### src/m4mul_pkg.sv
// Package for the 4x4 column-major matrix multiplier.
// Holds the transaction structs, controller/datapath command types and constants.
// No dependencies.
`default_nettype none

package m4mul_pkg;

    localparam int FRAC_BITS = 16;
    localparam int ELEM_W    = 32;
    localparam int IDX_W     = 4;
    localparam int PROD_W    = 2 * ELEM_W;
    localparam int ACC_W     = PROD_W + 2;
    localparam logic [IDX_W-1:0] LAST_CELL = 4'd15;

    typedef struct packed {
        logic [IDX_W-1:0]         elem_index;
        logic signed [ELEM_W-1:0] left_elem;
        logic signed [ELEM_W-1:0] right_elem;
        logic                     start_product;
    } in_t;

    typedef struct packed {
        logic [IDX_W-1:0]         out_index;
        logic signed [ELEM_W-1:0] out_value;
        logic                     saturated;
        logic                     last_cell;
    } out_t;

    typedef struct packed {
        logic             wr_en;
        logic             issue;
        logic [1:0]       k;
        logic [IDX_W-1:0] cell_idx;
        logic             load_out;
    } cmd_t;

    typedef struct packed {
        logic out_free;
    } sts_t;

endpackage

`default_nettype wire

### src/m4mul_ctrl.sv
// Controller for the matrix multiplier: sequences loads, MAC issue, drain and emit.
// Depends on m4mul_pkg.
`default_nettype none

module m4mul_ctrl (
    input  wire logic          clk,
    input  wire logic          rst_n,
    input  wire logic          in_valid,
    input  wire logic          in_start,
    output logic               in_ready,
    output m4mul_pkg::cmd_t    cmd,
    input  wire m4mul_pkg::sts_t sts
);
    import m4mul_pkg::*;

    typedef enum logic [1:0] {
        ST_IDLE,
        ST_ISSUE,
        ST_DRAIN,
        ST_EMIT
    } state_t;

    state_t           state_reg;
    logic [1:0]       k_reg;
    logic [IDX_W-1:0] cell_reg;

    assign in_ready     = (state_reg == ST_IDLE);
    assign cmd.wr_en    = in_valid && (state_reg == ST_IDLE);
    assign cmd.issue    = (state_reg == ST_ISSUE);
    assign cmd.k        = k_reg;
    assign cmd.cell_idx = cell_reg;
    assign cmd.load_out = (state_reg == ST_EMIT) && sts.out_free;

    always_ff @(posedge clk or negedge rst_n)
    begin
        if (!rst_n)
        begin
            state_reg <= ST_IDLE;
            k_reg     <= '0;
            cell_reg  <= '0;
        end
        else
        begin
            case (state_reg)
                ST_IDLE:
                begin
                    if (in_valid && in_start)
                    begin
                        state_reg <= ST_ISSUE;
                        k_reg     <= '0;
                        cell_reg  <= '0;
                    end
                end
                ST_ISSUE:
                begin
                    k_reg <= k_reg + 2'd1;
                    if (k_reg == 2'd3)
                    begin
                        state_reg <= ST_DRAIN;
                    end
                end
                ST_DRAIN:
                begin
                    // product stage then accumulate stage
                    if (k_reg == 2'd1)
                    begin
                        state_reg <= ST_EMIT;
                        k_reg     <= '0;
                    end
                    else
                    begin
                        k_reg <= k_reg + 2'd1;
                    end
                end
                ST_EMIT:
                begin
                    if (sts.out_free)
                    begin
                        k_reg <= '0;
                        if (cell_reg == LAST_CELL)
                        begin
                            state_reg <= ST_IDLE;
                        end
                        else
                        begin
                            state_reg <= ST_ISSUE;
                            cell_reg  <= cell_reg + 4'd1;
                        end
                    end
                end
                default:
                begin
                    state_reg <= ST_IDLE;
                end
            endcase
        end
    end

endmodule

`default_nettype wire

### src/m4mul_dp.sv
// Datapath for the matrix multiplier: matrix stores, multiplier, accumulator,
// shift/saturate and output register. Depends on m4mul_pkg.
`default_nettype none

module m4mul_dp (
    input  wire logic          clk,
    input  wire logic          rst_n,
    input  wire m4mul_pkg::in_t  in_data,
    input  wire m4mul_pkg::cmd_t cmd,
    output m4mul_pkg::sts_t    sts,
    output logic               out_valid,
    input  wire logic          out_ready,
    output m4mul_pkg::out_t    out_data
);
    import m4mul_pkg::*;

    logic [ELEM_W-1:0] left_mem  [16];
    logic [ELEM_W-1:0] right_mem [16];

    logic [IDX_W-1:0] left_addr;
    logic [IDX_W-1:0] right_addr;

    logic signed [ELEM_W-1:0] rd_left_reg;
    logic signed [ELEM_W-1:0] rd_right_reg;
    logic                     v1_reg;
    logic                     first1_reg;

    logic signed [PROD_W-1:0] prod_next;
    logic signed [PROD_W-1:0] prod_reg;
    logic                     v2_reg;
    logic                     first2_reg;

    logic signed [ACC_W-1:0] prod_ext;
    logic signed [ACC_W-1:0] acc_next;
    logic signed [ACC_W-1:0] acc_reg;
    logic signed [ACC_W-1:0] shifted;
    logic                    fits;

    out_t out_next;
    out_t out_reg;
    logic out_valid_reg;

    // left cell (row, k) at 4k+row, right cell (k, col) at 4col+k
    assign left_addr  = {cmd.k, cmd.cell_idx[1:0]};
    assign right_addr = {cmd.cell_idx[3:2], cmd.k};

    always_ff @(posedge clk)
    begin
        if (cmd.wr_en)
        begin
            left_mem[in_data.elem_index]  <= in_data.left_elem;
            right_mem[in_data.elem_index] <= in_data.right_elem;
        end
        if (cmd.issue)
        begin
            rd_left_reg  <= left_mem[left_addr];
            rd_right_reg <= right_mem[right_addr];
        end
    end

    assign prod_next = rd_left_reg * rd_right_reg;
    assign prod_ext  = {{(ACC_W-PROD_W){prod_reg[PROD_W-1]}}, prod_reg};
    assign acc_next  = first2_reg ? prod_ext : acc_reg + prod_ext;

    always_ff @(posedge clk)
    begin
        if (v1_reg)
        begin
            prod_reg <= prod_next;
        end
        if (v2_reg)
        begin
            acc_reg <= acc_next;
        end
    end

    always_ff @(posedge clk or negedge rst_n)
    begin
        if (!rst_n)
        begin
            v1_reg     <= 1'b0;
            first1_reg <= 1'b0;
            v2_reg     <= 1'b0;
            first2_reg <= 1'b0;
        end
        else
        begin
            v1_reg     <= cmd.issue;
            first1_reg <= (cmd.k == 2'd0);
            v2_reg     <= v1_reg;
            first2_reg <= first1_reg;
        end
    end

    // arithmetic shift truncates toward minus infinity, then clip to 32 bits
    assign shifted = acc_reg >>> FRAC_BITS;
    assign fits    = (shifted[ACC_W-1:ELEM_W-1] == {(ACC_W-ELEM_W+1){shifted[ELEM_W-1]}});

    always_comb
    begin
        out_next.out_index = cmd.cell_idx;
        out_next.last_cell = (cmd.cell_idx == LAST_CELL);
        out_next.saturated = !fits;
        if (fits)
        begin
            out_next.out_value = shifted[ELEM_W-1:0];
        end
        else if (acc_reg[ACC_W-1])
        begin
            out_next.out_value = {1'b1, {(ELEM_W-1){1'b0}}};
        end
        else
        begin
            out_next.out_value = {1'b0, {(ELEM_W-1){1'b1}}};
        end
    end

    assign sts.out_free = !out_valid_reg || out_ready;

    always_ff @(posedge clk)
    begin
        if (cmd.load_out)
        begin
            out_reg <= out_next;
        end
    end

    always_ff @(posedge clk or negedge rst_n)
    begin
        if (!rst_n)
        begin
            out_valid_reg <= 1'b0;
        end
        else if (cmd.load_out)
        begin
            out_valid_reg <= 1'b1;
        end
        else if (out_ready)
        begin
            out_valid_reg <= 1'b0;
        end
    end

    assign out_valid = out_valid_reg;
    assign out_data  = out_reg;

endmodule

`default_nettype wire

### src/matrix4_multiply_column_major.sv
// Top level of the 4x4 column-major Q16.16 matrix multiplier.
// Instantiates m4mul_ctrl and m4mul_dp; depends on m4mul_pkg.
//
// Each input transaction writes one cell of the left and right matrices at
// elem_index. A transaction with start_product set then computes the product
// and emits 16 result transactions in index order, the last one marked by
// last_cell; no input is taken until the sixteenth cell has been loaded into
// the output register. Every cell runs four multiply-accumulate steps through
// a single shared 32x32 multiplier with registered store reads. Sums are
// shifted right by 16 with truncation and saturated to 32 bits; saturated
// flags a clipped cell. Cells must be written before a product reads them.
`default_nettype none

module matrix4_multiply_column_major (
    input  wire logic          clk,
    input  wire logic          rst_n,
    input  wire logic          in_valid,
    output logic               in_ready,
    input  wire m4mul_pkg::in_t in_data,
    output logic               out_valid,
    input  wire logic          out_ready,
    output m4mul_pkg::out_t    out_data
);
    import m4mul_pkg::*;

    cmd_t cmd;
    sts_t sts;

    m4mul_ctrl u_ctrl (
        .clk      (clk),
        .rst_n    (rst_n),
        .in_valid (in_valid),
        .in_start (in_data.start_product),
        .in_ready (in_ready),
        .cmd      (cmd),
        .sts      (sts)
    );

    m4mul_dp u_dp (
        .clk       (clk),
        .rst_n     (rst_n),
        .in_data   (in_data),
        .cmd       (cmd),
        .sts       (sts),
        .out_valid (out_valid),
        .out_ready (out_ready),
        .out_data  (out_data)
    );

endmodule

`default_nettype wire
### config.mk
export PLATFORM = sky130hd
export DESIGN_NAME = matrix4_multiply_column_major
export DESIGN_NICKNAME = d
export VERILOG_FILES = /design/src/m4mul_pkg.sv /design/src/m4mul_ctrl.sv /design/src/m4mul_dp.sv /design/src/matrix4_multiply_column_major.sv
export SDC_FILE = /design/constraint.sdc
export NUM_CORES = 2
export LEC_CHECK = 0
export BUFFER_PORTS_ARGS = -buffer_cell sky130_fd_sc_hd__buf_2
export CAP_MARGIN = 20
export CORE_UTILIZATION = 40
export DETAILED_ROUTE_END_ITERATION = 10
export PLACE_DENSITY = 0.64
export SYNTH_ARGS = -nofsm -noshare
export SYNTH_HDL_FRONTEND = slang
export SYNTH_SLANG_ARGS = --single-unit
### constraint.sdc
create_clock -name clk -period 10 [get_ports clk]
set_input_delay 0 -clock clk [delete_from_list [all_inputs] [get_ports clk]]
set_output_delay 0 -clock clk [all_outputs]
set_load 0.02 [all_outputs]
==> results_dict.tcl <==
set metrics [dict create \
    status "finished, final reports clean" \
    layout.nets 7966 \
    syn_inst 6429 \
    clk_latency_ns 0.82 \
    numPortBuffers 112 \
    num_vias 51100 \
    crit_top_cell "fa_1" \
    tightestPinTransition_ns 1.18 \
    gp_congestion 0.928 \
    synth-edff-count 1256 \
    die_h_um 469 \
    crit_chain "nand2_1 > fa_1 > inv_1 > fa_1 > fa_1 > inv_1 > fa_1 > inv_1 > fa_1 > fa_1 > fa_1 > fa_1 > ha_1 > a21o_1 > a21o_1 > a21oi_1 > a21boi_1 > o21ai_1 > a311oi_1 > o21ai_1 > a31oi_1 > or3_1 > a31oi_1" \
    reg2reg_depth 23 \
    r2r_slack_ns 1.24 \
    synth_nets 7843 \
    route.antenna.remaining_nets 0 \
    io_pins 113 \
    dp_hpwl_um 151000 \
    rsz0062_at_grt "no" \
    initial_core_util_pct 40.2 \
    vias_per_cell 5.37 \
    synthFlopType "edfxtp_1" \
    overflow 0 \
    synth.largest_area_cell "edfxtp_1" \
    ys_top_cells_by_area "edfxtp_1 (43%), fa_1 (25%), mux4_2 (8.3%)" \
    place_ws_ns 1.30 \
    fin_tns_setup_ns 0 \
    worstSetupPathType "reg -> reg" \
    holdPathEnd "u_dp.out_valid" \
    slew_headroom_pct 21.6 \
    ys_seq_area_share_pct 43.6 \
    synthesis.area_mm2 0.0872 \
    cp.required_ns 10.51 \
    async_reset_ff_share_pct 1.02 \
    clock-root-buffer "clkbuf_16" \
    yosysUniqueCellTypes 71 \
    grt_first_pass_wirelength_um 340000 \
    htreeDepth 4 \
    finalCritPeriodShare_pct 87.6 \
    final_layout_size_suffix_gt1_share_pct 11.8 \
    placed_area_mm2 0.0913 \
    grt_pass1_vias 55300 \
    critical_path_peak_fanout 21 \
    drtIter0Drc 4636 \
    design_area_mm2 0.0966 \
    min_path_cells 4 \
    gr-usage-all-layers_pct 20.6 \
    std_cell_rows 171 \
    cpPeakStageDelay_ns 1.13 \
    crit_start "u_dp.rd_right_reg[9]" \
    synth_top_area_share_pct 43.2 \
    critPathBufInv 3 \
    arrival_ns 9.27 \
    ys_ff_latch 1269 \
    cts_buffers 133 \
    drtPass1Iterations 6 \
    cp_slowest_cell "edfxtp_1" \
    start_kind "flop" \
    fmax_mhz 114 \
    crit_family "adder cells" \
    cts.sinks 1269 \
    endpoint_kind "flop" \
    drv_cap 0 \
    hold_viol 0 \
    r2r_start "u_dp.rd_right_reg[9]" \
    hold_start "out_ready" \
    path_clk_slew_ns 0.07 \
    syn_area_per_cell_um2 13.6 \
    wl_um 222000 \
    setup_slack_ns 1.24 \
    drv_slew 0 \
    r2r_end "u_dp.prod_reg[60]" \
    hp-class "in -> reg" \
    skew_ns 0.0799 \
    fp.dieW_um 469 \
    post_cts_buffers 0 \
    antenna_found_initial 23 \
    fin_crit_ns 8.76 \
    grt_start_max_net_pins 104 \
    avgRoutedWirePerCell_um 23.4 \
    cts_tree "yes" \
    core-area_mm2 0.217 \
    clockBufferDepth 3 \
    synthToLayoutAreaGrowth_pct 10.7 \
    setup_viol 0 \
    drc_errors 0 \
    fp.dieArea_mm2 0.220 \
    yosysWarnings 0 \
]
==> cells in the mapped netlist (29+ instances only) <==
cell type	number
ha_1	258
xnor2_1	77
mux4_2	320
a21o_1	76
xor2_1	47
nand2_1	614
nor2b_1	42
fa_1	1083
a21oi_1	128
nand4_1	29
inv_1	1047
o21ai_0	156
clkbuf_1	294
and2_1	535
edfxtp_1	1256
o21bai_1	29
nor2_1	87
==> logic make-up (layout without fill, tap and decap cells) <==
family / after synthesis / after routing / share of synthesized area, %
other cells: 0 / 12 / 0
mux: 328 / 328 / 8.36
buf+inv: 1371 / 1591 / 5.90
flops: 1269 / 1269 / 43.6
compound gates: 556 / 556 / 4.03
xor+xnor: 124 / 124 / 1.24
simple gates: 1440 / 1440 / 8.31
fa+ha+maj: 1341 / 1341 / 28.6
==> how the worst max path moves through the flow <==
stage                        endpoint  slack, ns  depth (start not counted)
detailed placement  u_dp.prod_reg[62]       1.30                         22
global placement    u_dp.prod_reg[62]       1.40                         22
floorplan           u_dp.prod_reg[63]       2.03                         27
global route        u_dp.prod_reg[63]       0.92                         25
finish              u_dp.prod_reg[60]       1.24                         23
CTS                 u_dp.prod_reg[62]       1.30                         22
==> placed cells by master, fill, tap and decap left out, drive strengths merged, types with 10 or more instances in the layout <==
| master | n |
|---|---|
| dlygate4sd3 | 75 |
| o211ai | 12 |
| a211oi | 13 |
| diode | 12 |
| a21o | 76 |
| nor2 | 87 |
| inv | 1056 |
| nor3 | 23 |
| ha | 258 |
| buf | 236 |
| nand4 | 29 |
| and3 | 15 |
| nand3 | 25 |
| xnor2 | 77 |
| o21ai | 169 |
| edfxtp | 1256 |
| o21a | 28 |
| and2 | 535 |
| nor2b | 42 |
| nand2 | 614 |
| nand2b | 26 |
| a31oi | 25 |
| o31ai | 10 |
| mux4 | 320 |
| clkinv | 42 |
| dfrtp | 13 |
| fa | 1083 |
| xor2 | 47 |
| clkbuf | 170 |
| a21oi | 129 |
| o21bai | 29 |
==> timing repair <==
item,in CTS,in global routing
resized for setup,0,0
endpoints found under the setup margin,0,0
hold endpoints to repair,1149,0
hold buffers,75,0
==> area by class of cell <==
class	count	area, µm²
tap	2854	3570
sequential	1269	38100
antenna	12	30.0
fill	19400	120000
clock buffer	170	3510
clock inverter	62	923
multi-input combinational	3789	44200
timing repair buffer	311	2370
inverter	1048	3930
==> worst reg2reg max path, delay by kind of cell, from the launching register on <==
kind | cells | cell delay (ns)
AOI/OAI and AO/OA | 9 | 2.56
DFF | 1 | 1.13
adders and majority gates | 9 | 4.29
and+or+nand+nor | 2 | 0.37
buffers and inverters | 3 | 0.17
==> stage by stage <==
step	instances	util (%)	hold slack [ns]
after global routing	9507	44.5	0.0808
after floorplan	6429	-	-0.296
after CTS	9499	44.5	0.00630
after global placement	9190	42.1	0.0411
final	9515	44.5	0.0772
after detailed placement	9192	42.1	0.0460
==> per-layer routing <==
| metal | routed length (µm) | up-vias | GRT usage, % |
|---|---|---|---|
| met5 | 214 | - | 0 |
| met4 | 4960 | 32 | 5.12 |
| met3 | 19400 | 377 | 4.47 |
| met2 | 103000 | 2150 | 32.7 |
| met1 | 94400 | 26800 | 28.7 |
| li1 | - | 21800 | - |
Power is left out: the tool's default activity adds up to more than one toggle a clock period on the data nets, which glitch-free logic cannot reach.
